`src/hw/rtl/n2a_pkg.sv`:
```
package n2a_pkg;

  localparam int unsigned MaxResults = 18;
  localparam int unsigned CntW       = $clog2(MaxResults);

  localparam logic [1:0] KIND_DEC  = 2'd0;
  localparam logic [1:0] KIND_PTR  = 2'd1;
  localparam logic [1:0] KIND_CHAR = 2'd2;

  localparam logic [7:0] CH_ZERO  = 8'h30;
  localparam logic [7:0] CH_A     = 8'h61;
  localparam logic [7:0] CH_MINUS = 8'h2d;
  localparam logic [7:0] CH_X     = 8'h78;

  typedef enum logic [2:0] {
    S_IDLE,
    S_CONV,
    S_MINUS,
    S_PRE0,
    S_PREX,
    S_DIGITS
  } state_e;

endpackage

```
`src/hw/rtl/number_to_ascii_formatter.sv`:
```
// Decimal: bit-serial binary-to-BCD conversion, then leading zeros are skipped and each
// character (sign plus digits, at most 18) is sent out. Pointer: a "0x" prefix, then the
// hex nibbles (16), with leading zeros skipped. Character: the single byte, marked last.
// One item at a time: start is taken only while busy is low; results leave one per valid
// cycle and cannot be stalled. Reset (rst_ni low, asynchronous) returns to idle, no output.
module number_to_ascii_formatter #(
  parameter int unsigned INT_BITS = 32
) (
  input  logic        clk_i,
  input  logic        rst_ni,
  input  logic        start,
  output logic        busy,
  input  logic [1:0]  kind_i,
  input  logic [63:0] value_i,
  output logic        valid_o,
  output logic [7:0]  char_code_o,
  output logic        last_o
);
  import n2a_pkg::*;

  localparam int unsigned NDIG    = (INT_BITS * 30103) / 100000 + 1;
  localparam int unsigned BCD_W   = NDIG * 4;
  localparam int unsigned SH_W    = (BCD_W > 64) ? BCD_W : 64;
  localparam int unsigned BCD_PAD = SH_W - BCD_W;
  localparam int unsigned HEX_PAD = SH_W - 64;
  localparam int unsigned MAXD    = (NDIG > 16) ? NDIG : 16;
  localparam int unsigned RW      = $clog2(MAXD + 1);

  state_e            state_q, state_d;
  logic [SH_W-1:0]   sh_q, sh_d;
  logic [RW-1:0]     rem_q, rem_d;
  logic [CntW-1:0]   cnt_q, cnt_d;
  logic              seen_q, seen_d, neg_q, neg_d, hex_q, hex_d;
  logic              valid_q, valid_d, last_q, last_d;
  logic [7:0]        char_q, char_d;

  logic              bcd_load;
  logic              bcd_done;
  logic [BCD_W-1:0]  bcd;
  logic [INT_BITS-1:0] low_v, mag;
  logic              accept;
  logic [3:0]        nib;
  logic [7:0]        nib_char;

  assign accept   = start && !busy;
  assign low_v    = value_i[INT_BITS-1:0];
  assign mag      = low_v[INT_BITS-1] ? (~low_v + 1'b1) : low_v;
  assign bcd_load = accept && (kind_i == KIND_DEC);

  n2a_bcd #(
    .IN_W (INT_BITS),
    .NDIG (NDIG)
  ) u_bcd (
    .clk_i  (clk_i),
    .rst_ni (rst_ni),
    .load_i (bcd_load),
    .mag_i  (mag),
    .done_o (bcd_done),
    .bcd_o  (bcd)
  );

  assign nib      = sh_q[SH_W-1 -: 4];
  assign nib_char = (hex_q && nib >= 4'd10) ? CH_A + 8'(nib - 4'd10) : CH_ZERO + 8'(nib);

  always_comb begin
    state_d = state_q;
    sh_d    = sh_q;
    rem_d   = rem_q;
    cnt_d   = cnt_q;
    seen_d  = seen_q;
    neg_d   = neg_q;
    hex_d   = hex_q;
    valid_d = 1'b0;
    last_d  = 1'b0;
    char_d  = char_q;
    unique case (state_q)
      S_IDLE: begin
        if (accept) begin
          seen_d = 1'b0;
          cnt_d  = '0;
          unique case (kind_i)
            KIND_DEC: begin
              neg_d   = low_v[INT_BITS-1];
              hex_d   = 1'b0;
              state_d = S_CONV;
            end
            KIND_PTR: begin
              hex_d   = 1'b1;
              sh_d    = SH_W'(value_i) << HEX_PAD;
              rem_d   = RW'(16);
              state_d = S_PRE0;
            end
            KIND_CHAR: begin
              valid_d = 1'b1;
              last_d  = 1'b1;
              char_d  = value_i[7:0];
            end
            default: begin
              // unused kind: drop the item
            end
          endcase
        end
      end
      S_CONV: begin
        if (bcd_done) begin
          sh_d    = SH_W'(bcd) << BCD_PAD;
          rem_d   = RW'(NDIG);
          state_d = neg_q ? S_MINUS : S_DIGITS;
        end
      end
      S_MINUS: begin
        valid_d = 1'b1;
        char_d  = CH_MINUS;
        cnt_d   = CntW'(1);
        state_d = S_DIGITS;
      end
      S_PRE0: begin
        valid_d = 1'b1;
        char_d  = CH_ZERO;
        state_d = S_PREX;
      end
      S_PREX: begin
        valid_d = 1'b1;
        char_d  = CH_X;
        cnt_d   = CntW'(2);
        state_d = S_DIGITS;
      end
      S_DIGITS: begin
        sh_d  = {sh_q[SH_W-5:0], 4'd0};
        rem_d = rem_q - 1'b1;
        // skip leading zeros, but always keep the final digit
        if (nib != 4'd0 || seen_q || rem_q == RW'(1)) begin
          valid_d = 1'b1;
          char_d  = nib_char;
          seen_d  = 1'b1;
          cnt_d   = cnt_q + 1'b1;
          last_d  = (rem_q == RW'(1)) || (cnt_q == CntW'(MaxResults - 1));
          if (last_d) begin
            state_d = S_IDLE;
          end
        end
      end
      default: state_d = S_IDLE;
    endcase
  end

  always_ff @(posedge clk_i or negedge rst_ni) begin
    if (!rst_ni) begin
      state_q <= S_IDLE;
      valid_q <= 1'b0;
      rem_q   <= '0;
      cnt_q   <= '0;
      seen_q  <= 1'b0;
    end else begin
      state_q <= state_d;
      valid_q <= valid_d;
      rem_q   <= rem_d;
      cnt_q   <= cnt_d;
      seen_q  <= seen_d;
    end
  end

  always_ff @(posedge clk_i) begin
    sh_q   <= sh_d;
    neg_q  <= neg_d;
    hex_q  <= hex_d;
    last_q <= last_d;
    char_q <= char_d;
  end

  assign busy        = (state_q != S_IDLE);
  assign valid_o     = valid_q;
  assign char_code_o = char_q;
  assign last_o      = last_q;
endmodule

```
`src/hw/rtl/n2a_bcd.sv`:
```
module n2a_bcd #(
  parameter int unsigned IN_W = 32,
  parameter int unsigned NDIG = 10
) (
  input  logic              clk_i,
  input  logic              rst_ni,
  input  logic              load_i,
  input  logic [IN_W-1:0]   mag_i,
  output logic              done_o,
  output logic [NDIG*4-1:0] bcd_o
);
  localparam int unsigned CW = $clog2(IN_W + 1);

  logic [IN_W-1:0]   bin_q, bin_d;
  logic [NDIG*4-1:0] bcd_q, bcd_d, adj;
  logic [CW-1:0]     cnt_q, cnt_d;
  logic              run_q, run_d, done_q, done_d;

  // add 3 to every digit of five or more before the shift
  always_comb begin
    for (int i = 0; i < NDIG; i++) begin
      adj[i*4 +: 4] = (bcd_q[i*4 +: 4] >= 4'd5) ? bcd_q[i*4 +: 4] + 4'd3 : bcd_q[i*4 +: 4];
    end
  end

  always_comb begin
    bin_d  = bin_q;
    bcd_d  = bcd_q;
    cnt_d  = cnt_q;
    run_d  = run_q;
    done_d = 1'b0;
    if (load_i) begin
      bin_d = mag_i;
      bcd_d = '0;
      cnt_d = CW'(IN_W);
      run_d = 1'b1;
    end else if (run_q) begin
      bcd_d = {adj[NDIG*4-2:0], bin_q[IN_W-1]};
      bin_d = {bin_q[IN_W-2:0], 1'b0};
      cnt_d = cnt_q - 1'b1;
      if (cnt_q == CW'(1)) begin
        run_d  = 1'b0;
        done_d = 1'b1;
      end
    end
  end

  always_ff @(posedge clk_i or negedge rst_ni) begin
    if (!rst_ni) begin
      cnt_q  <= '0;
      run_q  <= 1'b0;
      done_q <= 1'b0;
    end else begin
      cnt_q  <= cnt_d;
      run_q  <= run_d;
      done_q <= done_d;
    end
  end

  always_ff @(posedge clk_i) begin
    bin_q <= bin_d;
    bcd_q <= bcd_d;
  end

  assign done_o = done_q;
  assign bcd_o  = bcd_q;
endmodule
```
`config.mk`:
```
export PLATFORM = sky130hd
export DESIGN_NAME = number_to_ascii_formatter
export DESIGN_NICKNAME = d
export VERILOG_FILES = /design/src/hw/rtl/n2a_pkg.sv /design/src/hw/rtl/number_to_ascii_formatter.sv /design/src/hw/rtl/n2a_bcd.sv
export SDC_FILE = /design/constraint.sdc
export NUM_CORES = 1
export LEC_CHECK = 0
export BUFFER_PORTS_ARGS = -buffer_cell sky130_fd_sc_hd__clkbuf_2
export CAP_MARGIN = 30
export CELL_PAD_IN_SITES_DETAIL_PLACEMENT = 1
export CELL_PAD_IN_SITES_GLOBAL_PLACEMENT = 1
export CORE_ASPECT_RATIO = 1.25
export CORE_UTILIZATION = 30
export CTS_CLUSTER_SIZE = 16
export DETAILED_ROUTE_END_ITERATION = 8
export GPL_TIMING_DRIVEN = 0
export PLACE_DENSITY = 0.65
export SYNTH_ARGS = -nofsm -noshare
export SYNTH_HDL_FRONTEND = slang
export SYNTH_HIERARCHICAL = 1
export SYNTH_SLANG_ARGS = --single-unit
```
`constraint.sdc`:
```
create_clock -name clk_i -period 4.65 [get_ports clk_i]
set_clock_uncertainty 0.2 [all_clocks]
set_input_delay 0.93 -clock clk_i [delete_from_list [all_inputs] [get_ports clk_i]]
set_output_delay 0.93 -clock clk_i [all_outputs]
set_load 0.02 [all_outputs]
```
==> metrics.txt, run 1 <==
outcome=finished clean; ant diodes=0; pwr/cell area=775.4 nW/µm²; Via Count=7462; Vias/cell=5.251; H-tree depth=4; Die Wd=161.1 µm; setup TNS=0 ps; CP required=4600 ps; final wirelength=28630 µm; Worst-Margin Slew=861.7 ps; FF+latch area=4579 µm²; Post-CTS Setup Repair Bufs=0; detailed placement HPWL=20590 µm; die area=32380 µm²; Worst setup EP type=register; Pins Over Slew Limit=0; Longest Clk Path Bufs=2; Setup CP Type=primary input to register; # rows=72; share of the cycle needed by the critical path after routing=81.76%; clk sink count=170; Synth Net Count=1002; RSZ-0062 raised after global routing=false; share of cells above drive strength 1=20.71%; commonest non-fill, non-tap cell in the layout=edfxtp_1; Port Buffers=77; first-pass GRT wire length=45100 µm; hold buffer count at cts=0; Final setup viols=0; WL/cell=20.14 µm; fin nets=1103; worst vdd ir=271.0 µV; ys flop type=edfxtp_1; Yosys reg bits=170; Final Wtd Congestion=0.8338; die height=200.9 µm; crit-path most repeated cell=buf_2; antenna-violating nets left=0; Resize count post-CTS=0; cell area after placement=10520 µm²; Netlist cell types=72; async set or reset register ratio after synthesis=13.53%; crit path max fanout=18; GR Overflow Total=0; Leakage=4.326 nW; final hold slack=291.6 ps; Worst slew margin=41.07%; Util after Layout=35.74%; antenna violations before repair=0; hold crit path type=primary input to asynchronous set/reset pin; root buffer cell=clkbuf_16; CP peak stage delay=580 ps; Finished Cell Area=11110 µm²; Initial Util=30.56%; CP top delay family=buffers and inverters; TritonCTS clock tree=yes; Synth Instances=900; CORE AREA=31080 µm²; Post-synth EDFFs=106; Hold Violations, Final=0; vias in the first global route=7933; largest net degree at the start of global routing=24; DRC=0; Tmin final=3802 ps; area grow syn2layout=16.97%; Pre-antenna DRT Iters=5; max-capacitance violation count=0; crit path DAT=3750 ps; synthesized area=9498 µm²; most frequent cells in the layout=106 x edfxtp_1, 86 x o21ai_0, 84 x nand2_1, 77 x clkbuf_2, 55 x inv_1; sequence of cells on the critical path=clkbuf_2, or4b_1, buf_2, nor3_1, buf_2, buf_2, nor2_1, inv_1, buf_16; register area share after synthesis=48.21%; Fillers=3539; max frequency=0.2630 GHz; 1st-iter DRT viols=390; Overall Global Routing Usage=18.21%; TritonCTS buffer count=17; Avg Cell Area, Syn=10.55 µm²; CP Launch Type=primary input; Slowest-stage cell, CP=inv_1; multi-input combinational cell area=4493 µm²; Worst-path clk slew=80 ps; CP bufs+invs=6; synth warn=6; I/O pins=80; Worst-Skew Late Latency=440 ps
==> sequential cells by signal, summed over array words and instances (netlist names), 3 cells and up <==
register and cells:
sh_q 64, u_bcd/bcd_o 40, u_bcd/bin_q 32, char_code_o 8, u_bcd/cnt_q 6, cnt_q 5, rem_q 5, state_q 3
==> cell usage after synthesis (3+ instances only) <==
| library cell | instances | area share, % |
|---|---|---|
| nor4_1 | 5 | 0.33 |
| o211ai_1 | 5 | 0.40 |
| ha_1 | 33 | 4.3 |
| xnor2_1 | 37 | 3.4 |
| or3_1 | 12 | 0.79 |
| nand3b_1 | 8 | 0.63 |
| buf_2 | 22 | 1.2 |
| nand2_1 | 84 | 3.3 |
| nand3_1 | 17 | 0.90 |
| a311oi_2 | 8 | 1.3 |
| o21ai_1 | 17 | 0.90 |
| nand4_1 | 10 | 0.66 |
| a21o_1 | 4 | 0.32 |
| edfxtp_1 | 106 | 34 |
| a21oi_1 | 31 | 1.6 |
| nor3_1 | 18 | 0.95 |
| inv_1 | 55 | 2.2 |
| or4_4 | 3 | 0.36 |
| a21bo_2 | 8 | 0.84 |
| and2_1 | 7 | 0.46 |
| clkbuf_1 | 18 | 0.71 |
| nor2_1 | 36 | 1.4 |
| dfrtp_1 | 23 | 6.1 |
| o32ai_1 | 9 | 0.83 |
| mux2_2 | 32 | 3.8 |
| buf_1 | 5 | 0.20 |
| nand2b_1 | 8 | 0.53 |
| o21ai_0 | 86 | 4.5 |
| o22ai_1 | 10 | 0.66 |
| a22o_1 | 22 | 2.0 |
| o22a_2 | 8 | 0.84 |
| nor3b_1 | 4 | 0.32 |
| mux2i_1 | 44 | 4.6 |
| dfxtp_1 | 41 | 8.6 |
| o31ai_1 | 13 | 1.0 |
| o41ai_1 | 7 | 0.65 |
==> through the flow <==
step	instances	power, W	setup WS, ps
global placement	1384	0.006933	-436.4
detailed placement	1389	0.007175	224.1
CTS	1421	0.008674	723.3
global route	1421	0.009216	636.6
floorplan	900	0.005753	715.7
finish	1421	0.008614	848.0
==> area by class of cell <==
class | instances | share of cell area (%)
multi-input combinational | 627 | 40.44
tap | 407 | 4.584
inverter | 56 | 1.892
clock inverter | 15 | 1.498
clock buffer | 17 | 3.829
buffer | 47 | 1.937
sequential | 170 | 41.22
timing repair buffer | 82 | 4.595
==> routing by layer <==
metal / share of wire, % / global-route usage, % / wire [µm] / up-vias
li1: - / - / - / 3545
met1: 44 / 22.86 / 12480 / 3732
met2: 50 / 31.82 / 14430 / 149
met3: 3.9 / 2.624 / 1126 / 36
met4: 2.1 / 5.863 / 588 / 0
met5: 0 / 0 / 0 / -
==> power breakdown <==
group          switching, W  total (W)  internal (W)
Clock              0.000715    0.00144      0.000725
Combinational       0.00236    0.00395       0.00159
Sequential         0.000539    0.00322       0.00268
Total               0.00362    0.00861       0.00500
==> worst paths after layout <==
kind | cells past startpoint | from | slack, ps | endpoint
min in group clk_i | 2 | u_bcd/bcd_o[39] | 310 | u_bcd/bcd_o[39]
max reg2reg | 9 | state_q[0] | 860 | u_bcd/bin_q[3]
min reg2reg | 2 | u_bcd/bcd_o[39] | 310 | u_bcd/bcd_o[39]
max in group asynchronous | 1 | rst_ni | 3520 | u_bcd/cnt_q[3]
max | 9 | start | 850 | u_bcd/bin_q[3]
min | 1 | rst_ni | 290 | cnt_q[3]
==> logic make-up (layout without fill, tap and decap cells) <==
kind of cell	count (synthesis)	count (layout)	share of synthesized area (%)
buffers and inverters	103	217	4.479
XOR/XNOR	39	39	3.596
flip-flops	170	170	48.21
AO/OA/AOI/OAI	245	245	17.76
multiplexers	76	76	8.431
AND/OR/NAND/NOR	234	234	13.17
adder cells (fa/ha/maj)	33	33	4.347
==> worst register-to-register path, stage by stage, from the launching register on <==
cell,delay [ps]
dfrtp_1,360
buf_2,180
or4b_1,480
buf_2,180
nor3_1,460
buf_2,340
buf_2,360
nor2_1,100
inv_1,580
buf_16,240
No activity file was read; power rests on OpenSTA's default activity.
==> run 2, diff against run 1 <==
Settings changed: ABC_AREA set to 1, PLACE_DENSITY 0.65 to 0.67.
Clock period 4.65 ns to 3.85 ns, I/O delays scaled along.
==> metrics.txt, run 2 <==
outcome=finished clean; Worst-Margin Slew=724.9 ps; Yosys top cell by area=edfxtp_1; Netlist cell types=37; Fillers=3848; Via Count=8262; GR Overflow Total=0; die area=32190 µm²; Port Buffers=79; share of the cycle needed by the critical path after routing=73.21%; # rows=72; TritonCTS buffer count=17; Final Power=0.009364 W; Worst slew margin=51.67%; Worst setup EP type=register; first-pass GRT wire length=46010 µm; max FFs per register=64; max frequency=0.3548 GHz; detailed placement HPWL=21640 µm; H-tree depth=4; Post-CTS Setup Repair Bufs=0; Post-Layout Cell Count=1707; ant diodes=0; Vias/cell=4.840; crit path max fanout=24; CP Launch Type=register; Clock power frac=17.7%; DP Worst Slack=826.1 ps; max-capacitance violation count=0; Biggest register=sh_q; Cell Int Power=0.005381 W; root buffer cell=clkbuf_16; 1st-iter DRT viols=398; Synth Net Count=1288; final wirelength=28420 µm; async set or reset register ratio after synthesis=13.53%; Hold Violations, Final=0; WL/cell=16.65 µm; clk sink count=170; CP required=3790 ps; RSZ-0062 raised after global routing=false; Pre-antenna DRT Iters=5; die height=200.3 µm; synth warn=6; Post-synth EDFFs=106; hold crit path type=primary input to asynchronous set/reset pin; commonest cells in the synthesized netlist=448 x nand2_1, 111 x nand3_1, 110 x inv_1; area grow syn2layout=16.14%; Worst-path clk slew=70 ps; Yosys reg bits=170; Setup CP Type=register to register; I/O pins=80; Sw Ratio=42.54%; Longest Clk Path Bufs=2; commonest non-fill, non-tap cell in the layout=nand2_1; Overall Global Routing Usage=18.27%; register area share after synthesis=48.51%; worst vdd ir=304.1 µV; Resize count post-CTS=0; CORE AREA=30990 µm²; largest net degree at the start of global routing=33; top cell type's share of synthesized area=33.72%; most frequent cell after synthesis=nand2_1; Final setup viols=0; antenna-violating nets left=0; Synth Instances=1186; crit path DAT=2760 ps; setup TNS=0 ps; Pins Over Slew Limit=0; Leakage=5.024 nW; switching pwr=0.003983 W; TritonCTS clock tree=yes; fin nets=1389; share of cells above drive strength 1=12.77%; DP Cell Count=1675; Initial Util=30.46%; hold buffer count at cts=0; Seq pwr share=39.4%; Final Wtd Congestion=0.8494; Setup WS post-layout=1031 ps; Worst-Skew Late Latency=430 ps; vias in the first global route=8519; ys flop type=edfxtp_1; Die Wd=160.7 µm; top post-synthesis cells by area=edfxtp_1 34%, nand2_1 18%, dfxtp_1 8.7%, dfrtp_1 6.1%, nand3_1 5.9%; multi-input combinational cell area=4187 µm²; pwr/cell area=854.0 nW/µm²; synthesized area=9440 µm²; Logic pwr share=42.9%; antenna violations before repair=0; Avg Cell Area, Syn=7.960 µm²; FF+latch area=4579 µm²; Tmin final=2819 ps; DRC=0; most frequent cells in the layout=448 x nand2_1, 111 x nand3_1, 110 x inv_1, 106 x edfxtp_1, 80 x clkbuf_2
run 2: cell count changes after synthesis, sizes merged, moves of 13 or more:
| cell | before | now |
|---|---|---|
| mux2 | 32 | 0 |
| a22o | 22 | 0 |
| a21oi | 31 | 16 |
| mux2i | 44 | 0 |
| nor3 | 20 | 5 |
| nand3 | 18 | 122 |
| nor2 | 36 | 64 |
| o31ai | 14 | 1 |
| xor2 | 2 | 22 |
| xnor2 | 37 | 3 |
| inv | 55 | 117 |
| nand2 | 84 | 451 |
| or3 | 14 | 0 |
run 2: cell type report:
type	count	area share [%]
Inverter	117	4.028
Clock buffer	18	3.914
Buffer	42	2.123
Multi-Input combinational cell	857	38.18
Sequential cell	170	41.77
Tap cell	407	4.645
Clock inverter	14	1.118
Timing Repair Buffer	82	4.222
run 2: cells by family after synthesis:
logic type	count (synthesis)	share of synthesized area [%]
flops	170	48.51
fa+ha+maj	33	4.374
simple gates	660	29.45
buf+inv	159	7.144
xor+xnor	25	2.319
compound gates	139	8.204
run 2: power groups by stage:
stage          logic (W)  clock network [W]  registers [W]
6_report         0.00402            0.00166        0.00369
5_1_grt          0.00457            0.00177        0.00380
4_1_cts          0.00406            0.00169        0.00371
3_5_place_dp     0.00404                  0        0.00374
3_3_place_gp     0.00379                  0        0.00374
2_1_floorplan    0.00274                  0        0.00363
run 2: metrics by stage:
stage	hold WS (ps)	cell area (µm²)	util [%]
finish	151.3	10960	35.38
global route	202.7	10960	35.38
CTS	161.3	10960	35.38
detailed placement	248.7	10410	33.60
global placement	242.1	10340	33.38
floorplan	227.6	9440	-
run 2: path summary, 6_finish.rpt:
path	startpoint	end	slack, ps	depth (start not counted)
min reg2reg	u_bcd/cnt_q[3]	u_bcd/cnt_q[3]	260	1
min in group clk_i	u_bcd/cnt_q[3]	u_bcd/cnt_q[3]	260	1
min	rst_ni	cnt_q[1]	150	1
max reg2reg	state_q[1]	u_bcd/bin_q[0]	1030	10
max	state_q[1]	u_bcd/bin_q[0]	1030	10
max in group asynchronous	rst_ni	rem_q[4]	2870	1
run 2: critical path, cell delays in order (launching register included):
cell,delay (ps)
dfrtp_1,450
nor2_1,190
nand2_2,130
inv_2,90
nand2_1,80
nor3_1,190
buf_6,230
nor2_2,60
buf_4,190
inv_1,450
buf_16,240
run 2: routing by layer:
metal	up-vias	global-route usage, %	wire, µm
met3	20	2.526	861
met4	0	3.707	253
met2	143	31.66	14110
met1	4015	24.09	13190
li1	4084	-	-
met5	-	0	0
